**src/rtl/mvrm_pkg.sv**
```systemverilog
// Shared types and constants for the multi-voice resampling mixer.
// No dependencies; imported by every mixer module.
`default_nettype none
package mvrm_pkg;

   localparam int SOURCES_DEF    = 32;
   localparam int RING_DEPTH_DEF = 8192;

   localparam int SAMPLE_W = 16;
   localparam int RATE_W   = 18;
   localparam int CH_W     = 4;
   localparam int QMS_W    = 10;
   localparam int CUR_W    = 30;
   localparam int STEP_W   = 19;
   localparam int TICK_W   = 32;
   localparam int CAP_W    = RATE_W + QMS_W;

   localparam logic [RATE_W-1:0] OUT_RATE   = RATE_W'(48000);
   localparam logic [TICK_W-1:0] IDLE_LIMIT = TICK_W'(400);
   localparam logic [CUR_W-1:0]  Q16_ONE    = CUR_W'(65536);
   localparam logic [STEP_W-1:0] STEP_UNITY = STEP_W'(65536);
   localparam int                MS_PER_S   = 1000;

   // step = floor(rate * 512 / 375), exact for 18-bit rates with this reciprocal
   localparam longint unsigned STEP_MUL = ((64'd1 << 36) + 64'd374) / 64'd375;
   localparam logic [13:0] STEP_MUL_LO = STEP_MUL[13:0];
   localparam logic [13:0] STEP_MUL_HI = STEP_MUL[27:14];
   localparam int          STEP_SHIFT  = 27;

   localparam int CSR_IDX_W  = 1;
   localparam int CSR_DATA_W = QMS_W;
   localparam logic [CSR_IDX_W-1:0] CSR_ENABLE   = 1'b0;
   localparam logic [CSR_IDX_W-1:0] CSR_QUEUE_MS = 1'b1;

   localparam logic [1:0] MODE_PUSH = 2'd0;
   localparam logic [1:0] MODE_MIX  = 2'd1;
   localparam logic [1:0] MODE_TICK = 2'd2;

   typedef struct packed {
      logic [1:0]                  mode;
      logic [4:0]                  slot;
      logic signed [SAMPLE_W-1:0]  sample_left;
      logic signed [SAMPLE_W-1:0]  sample_right;
      logic [RATE_W-1:0]           rate;
      logic [CH_W-1:0]             channels;
   } req_payload_type;

   typedef struct packed {
      logic signed [SAMPLE_W-1:0]  mix_left;
      logic signed [SAMPLE_W-1:0]  mix_right;
      logic                        active;
   } rsp_payload_type;

   typedef struct packed {
      logic load;
      logic prep;
      logic step_hi;
      logic write;
      logic drop;
      logic rd0;
      logic rd1;
      logic mul;
      logic acc;
      logic retire;
      logic next;
      logic tick_inc;
      logic tick_chk;
      logic out_load;
   } dp_cmd_type;

   typedef struct packed {
      logic [1:0] mode;
      logic       enable;
      logic       push_ok;
      logic       interp_ok;
      logic       over_cap;
      logic       last_slot;
      logic       out_free;
   } dp_status_type;

endpackage
`default_nettype wire

```
**src/rtl/mvrm_ctrl.sv**
```systemverilog
// Sequencer for the mixer: decodes each request and steps the datapath.
// Depends on mvrm_pkg (command and status structs, mode codes).
`default_nettype none
module mvrm_ctrl
   import mvrm_pkg::*;
(
   input  wire logic          clock,
   input  wire logic          reset,
   input  wire logic          req_valid,
   output logic               req_ready,
   input  wire dp_status_type status,
   output dp_cmd_type         cmd
);

   typedef enum logic [13:0] {
      S_IDLE   = 14'b00000000000001,
      S_DECODE = 14'b00000000000010,
      S_PREP   = 14'b00000000000100,
      S_STEP   = 14'b00000000001000,
      S_WRITE  = 14'b00000000010000,
      S_CAP    = 14'b00000000100000,
      S_MEVAL  = 14'b00000001000000,
      S_MRD1   = 14'b00000010000000,
      S_MMUL   = 14'b00000100000000,
      S_MACC   = 14'b00001000000000,
      S_MRET   = 14'b00010000000000,
      S_OUT    = 14'b00100000000000,
      S_TICK   = 14'b01000000000000,
      S_SPARE  = 14'b10000000000000
   } state_type;

   state_type state_ff, state_in;

   always_ff @(posedge clock) begin
      if (reset) state_ff <= S_IDLE;
      else       state_ff <= state_in;
   end

   always_comb begin
      state_in  = state_ff;
      cmd       = '0;
      req_ready = 1'b0;
      unique case (state_ff)
         S_IDLE: begin
            req_ready = 1'b1;
            if (req_valid) begin
               cmd.load = 1'b1;
               state_in = S_DECODE;
            end
         end
         S_DECODE: begin
            case (status.mode)
               MODE_PUSH: state_in = status.push_ok ? S_PREP : S_IDLE;
               MODE_MIX:  state_in = status.enable ? S_MEVAL : S_OUT;
               MODE_TICK: begin
                  if (status.enable) begin
                     cmd.tick_inc = 1'b1;
                     state_in     = S_TICK;
                  end else begin
                     state_in = S_IDLE;
                  end
               end
               default: state_in = S_IDLE;
            endcase
         end
         S_PREP: begin
            cmd.prep = 1'b1;
            state_in = S_STEP;
         end
         S_STEP: begin
            cmd.step_hi = 1'b1;
            state_in    = S_WRITE;
         end
         S_WRITE: begin
            cmd.write = 1'b1;
            state_in  = S_CAP;
         end
         S_CAP: begin
            if (status.over_cap) cmd.drop = 1'b1;
            else                 state_in = S_IDLE;
         end
         S_MEVAL: begin
            if (status.interp_ok) begin
               cmd.rd0  = 1'b1;
               state_in = S_MRD1;
            end else begin
               state_in = S_MRET;
            end
         end
         S_MRD1: begin
            cmd.rd1  = 1'b1;
            state_in = S_MMUL;
         end
         S_MMUL: begin
            cmd.mul  = 1'b1;
            state_in = S_MACC;
         end
         S_MACC: begin
            cmd.acc  = 1'b1;
            state_in = S_MRET;
         end
         S_MRET: begin
            cmd.retire = 1'b1;
            if (status.last_slot) begin
               state_in = S_OUT;
            end else begin
               cmd.next = 1'b1;
               state_in = S_MEVAL;
            end
         end
         S_OUT: begin
            if (status.out_free) begin
               cmd.out_load = 1'b1;
               state_in     = S_IDLE;
            end
         end
         S_TICK: begin
            cmd.tick_chk = 1'b1;
            if (status.last_slot) state_in = S_IDLE;
            else                  cmd.next = 1'b1;
         end
         default: state_in = S_IDLE;
      endcase
   end

endmodule
`default_nettype wire

```
**config.mk**
```make
export PLATFORM = sky130hd
export DESIGN_NAME = mvrm_ctrl
export DESIGN_NICKNAME = d
export VERILOG_FILES = /design/src/rtl/mvrm_pkg.sv /design/src/rtl/mvrm_ctrl.sv
export SDC_FILE = /design/constraint.sdc
export NUM_CORES = 1
export LEC_CHECK = 0
export BUFFER_PORTS_ARGS = -buffer_cell sky130_fd_sc_hd__clkbuf_2
export CAP_MARGIN = 20
export CORE_MARGIN = 2
export CORE_UTILIZATION = 50
export DETAILED_ROUTE_END_ITERATION = 10
export GPL_TIMING_DRIVEN = 1
export PLACE_DENSITY_LB_ADDON = 0.2
export SLEW_MARGIN = 20
export SYNTH_ARGS = -nofsm -noshare
export SYNTH_HDL_FRONTEND = slang
export SYNTH_SLANG_ARGS = --single-unit
```
**constraint.sdc**
```tcl
create_clock -name clock -period 3.13 [get_ports clock]
set_clock_uncertainty 0.2 [all_clocks]
set_input_delay 0.313 -clock clock [delete_from_list [all_inputs] [get_ports clock]]
set_output_delay 0.313 -clock clock [all_outputs]
set_load 0.02 [all_outputs]
```
**Word-level counts from Yosys, hierarchy flattened**

Cells that the tools add are included.

- Input port bits: 11
- Bits in latches: 0
- Word-level logic and storage cells: 56
- Flip-flop bits (word level): 14
- Bits in read-only memories: 0
- Memories kept: 0
- Bits in writable memories: 0

- Reductions and logical operators: 3
- Divide/modulo/power cells: 0
- Equality and inequality tests: 19
- $lt $le $gt $ge: 0
- Multiply operators: 0
- Bitwise logic cells: 0
- Multiplexer cells: 33
- Shifts and indexed selects: 0
- $add $sub $neg: 0

Operator list:

| operator | count |
|---|---|
| $pmux 14 s13 | 1 |
| $mux 14 | 4 |
| $pmux 14 s3 | 1 |
| $mux 12 | 2 |
| $mux 1 | 22 |
| $eq 14x1->1 const B | 1 |
| $eq 14x10->1 const B | 1 |
| $eq 14x11->1 const B | 1 |
| $eq 14x12->1 const B | 1 |
| $eq 14x13->1 const B | 1 |
| $eq 14x2->1 const B | 1 |
| $eq 14x3->1 const B | 1 |
| $eq 14x4->1 const B | 1 |
| $eq 14x5->1 const B | 1 |
| $eq 14x6->1 const B | 1 |
| $eq 14x7->1 const B | 1 |
| $eq 14x8->1 const B | 1 |
| $eq 14x9->1 const B | 1 |
| $mux 13 | 1 |
| $mux 11 | 1 |
| $ne 2x2->1 const B | 4 |
| $reduce_and 4->1 | 1 |
| $mux 3 | 1 |
| $eq 2x1->1 const B | 1 |
| other kinds (3) | 3 |

**Depth between registers and ports, before layout**

- Word-level depth: 3
- Gate-level depth with buffers: 6

**Worst setup path before layout**

Ideal clock, no wire load.

- Path kind: reg-to-output
- From: reg state_ff[4]
- To: out cmd[1] (netlist name)
- Path slack: 0.423 ns
- Arrival time: 2.194 ns
- Cell stages (with the launch flop): 4
- Cells stage by stage: dfxtp_1 > or4_4 > or4_4 > nor4b_1

RTL lines:

| what | RTL line | RTL |
|---|---|---|
| start, declared | mvrm_ctrl.sv:32 | `state_type state_ff, state_in;` |
| start signal, assigned | mvrm_ctrl.sv:36 | `else state_ff <= state_in;` |
| end, declared | mvrm_ctrl.sv:12 | `output dp_cmd_type cmd` |

==> reports/results.ini <==
[cells_and_area]
drive_above_1_share_pct=29.0
largest_registers=state_ff: 13 flops
num-nets-final=150
finalInstanceArea_mm2=0.00109
syn_to_final_growth_pct=19.4
diodes=0
largest-register=state_ff
multi_input_comb_area_um2=611
fill_cells=173
largest_reg_flops=13
seq_area_um2=260

[sta]
max_freq_ghz=0.361
setup_tns_ns=0
maxSlewViolCount=0
hold_slack_ns=0.0455
hold_viol=0
worst_slew_pin_slew_ns=0.602
setup_viol=0
max_slew_margin_pct=59.8
finalCriticalPeriod_ns=2.77
grt_setup_unrepaired=no
finalCritPeriodShare_pct=88.5

[floorplan]
dieHeight_um=46.7
core_mm2=0.00173
io_pins=26
initial_core_util_pct=52.8
die_area_mm2=0.00218
die_w_um=46.7
rows=15

[run_status]
status=finished, final reports clean

[place]
io_buffers=25
dp_hpwl_um=1670
placed_area_mm2=0.00106
gp_congestion=0.903

[pwr]
power_frac_comb_pct=28.3
p_sw_share_pct=33.6
p_switching_uw=136
peakVddDrop_v=0.000325
p_clk_share_pct=26.4
cell_internal_pwr_uw=268
powerDensity_mw_per_mm2=371
p_leak_uw=0.000461
pwr-share-seq_pct=45.4

[drt]
avgRoutedWirePerCell_um=13.4
num_vias=920
drt_iter0_drc=51
drc=0
wl_um=2190
post_drt_via_cell_ratio=5.64
drtAntennaViolNets=0
drt_pass1_iterations=4

[synth]
synth-seq-area-share_pct=28.6
synthArstFlopShare_pct=0
syn_area_um2=911
avgSynthCellArea_um2=8.21
synthTopCellsByArea=dfxtp_1 29%, nor3b_1 6.6%, or4_4 6.2%, nor2_1 5.4%, o2111ai_1 3.8%
synth_top_cells_by_count=13 x dfxtp_1, 13 x nor2_1, 8 x nor3b_1
synth_area_leader_cell=dfxtp_1
synthesis.nets=122
ys.flop_type=dfxtp_1
synth_cell_type_count=34
netlist_instances=111
ys_warn_count=0
yosysTopAreaCellShare_pct=28.6
synth-edff-count=0
synth_seq_cells=13

[setup_path]
r2r_start=state_ff[10]
crit_required_ns=2.62
ff2ff_path_depth=5
cp_cell_sequence=or4_4 -> or4_4 -> nor4b_1 -> clkbuf_2
critPathSlowestCell=or4_4
crit_path_max_fanout=7
worstSetupEndpointType=primary output
r2r-end=state_ff[10]
slowest_delay_ns=0.56
rrSetupSlack_ns=0.76
worst_path_most_repeated_cell=or4_4
crit_type=flop to primary output
crit_arrival_ns=2.26
startpoint_type=flop

[min_path]
hold_class=primary input to flop
holdCritStartpoint=status[4]
min_to=state_ff[2]
hold_depth=3

[clocking]
clk_pin_slew_worst_paths_ns=0.08
cts_buffers=3
root_buffer=clkbuf_4
postCtsResizedCells=0
cts.sinks=13
cts_tree=yes
post_cts_buffers=0
cts-htree-levels=1
clockBufferDepth=2
insertion_delay_ns=0.28
postCtsHoldBufs=0

[global_routing]
grt_pass1_vias=757
grt_start_max_net_pins=11
gr-total-overflow=0
grt_pass1_wl_um=3410
antenna_found_initial=0
grtUsageTotal_pct=22.4

[flow_run]
maxCapViolations=0

[critical path: cells and delay by family, from the launching register on]
family	cells	cell delay, ns
buf+inv	1	0.22
simple gates	3	1.39
flops	1	0.37
[stage by stage]
stage,total power [µW],setup slack (ns),cells,util [%]
final,404,0.360,163,63.0
after global routing,422,0.269,163,63.0
after CTS,404,0.341,163,63.0
after detailed placement,299,0.657,159,61.4
after global placement,297,0.681,159,61.4
after floorplan,267,0.423,111,-
[routing by layer]
| layer | share of wire (%) | GRT usage, % | up-vias |
|---|---|---|---|
| met3 | 4.0 | 2.35 | 2 |
| met1 | 47 | 32.1 | 413 |
| met2 | 48 | 34.4 | 30 |
| li1 | - | - | 475 |
| met5 | 0 | 0 | - |
| met4 | 0.23 | 8.33 | 0 |
[cell families after synthesis]
family | after synthesis | share of synthesized area, %
and+or+nand+nor | 63 | 46.3
buffers and inverters | 10 | 4.40
muxes | 1 | 1.24
AOI/OAI and AO/OA | 20 | 15.7
xor gates and xnor gates | 4 | 3.85
DFF | 13 | 28.6
[cell type report]
type                    instances  share of cell area, %
clock buffers                   4                   2.42
inverters                       7                   2.42
multi-input cells              88                   56.2
flip-flops and latches         13                   23.9
well taps                      25                   2.88
repair buffers                 26                   12.2
[power by group through the flow]
stage / Clock, µW / Combinational, µW / Sequential [µW]
after floorplan: 0 / 83.1 / 184
after global placement: 0 / 111 / 186
after detailed placement: 0 / 113 / 186
after CTS: 109 / 113 / 182
after global routing: 113 / 125 / 184
final: 107 / 114 / 183
[how the worst max path moves through the flow]
stage | end | slack (ns) | startpoint | cells past startpoint
after global routing | cmd[1] | 0.27 | state_ff[4] | 4
final | cmd[1] | 0.36 | state_ff[4] | 4
after detailed placement | cmd[1] | 0.66 | state_ff[4] | 4
after floorplan | cmd[1] | 0.42 | state_ff[4] | 3
after CTS | cmd[1] | 0.34 | state_ff[4] | 4
after global placement | cmd[1] | 0.68 | state_ff[4] | 4
[cell usage in the layout, fill, tap and decap left out, types with 2 or more instances in the layout]
cell	count
or4_4	5
nand2_1	5
dfxtp_1	13
and4b_1	3
nor3_1	4
a211oi_1	2
nor3b_1	8
nand2b_1	2
and3_1	4
inv_1	7
o2111ai_1	4
xor2_1	3
nand4_1	2
nand3b_1	2
clkbuf_4	3
clkbuf_2	25
nor4b_1	3
a21oi_1	4
nor4_1	5
nor2_1	13
o21ai_1	2
or2_2	3
o21ai_0	3
Note: power is estimated with default switching activity, not from simulation.
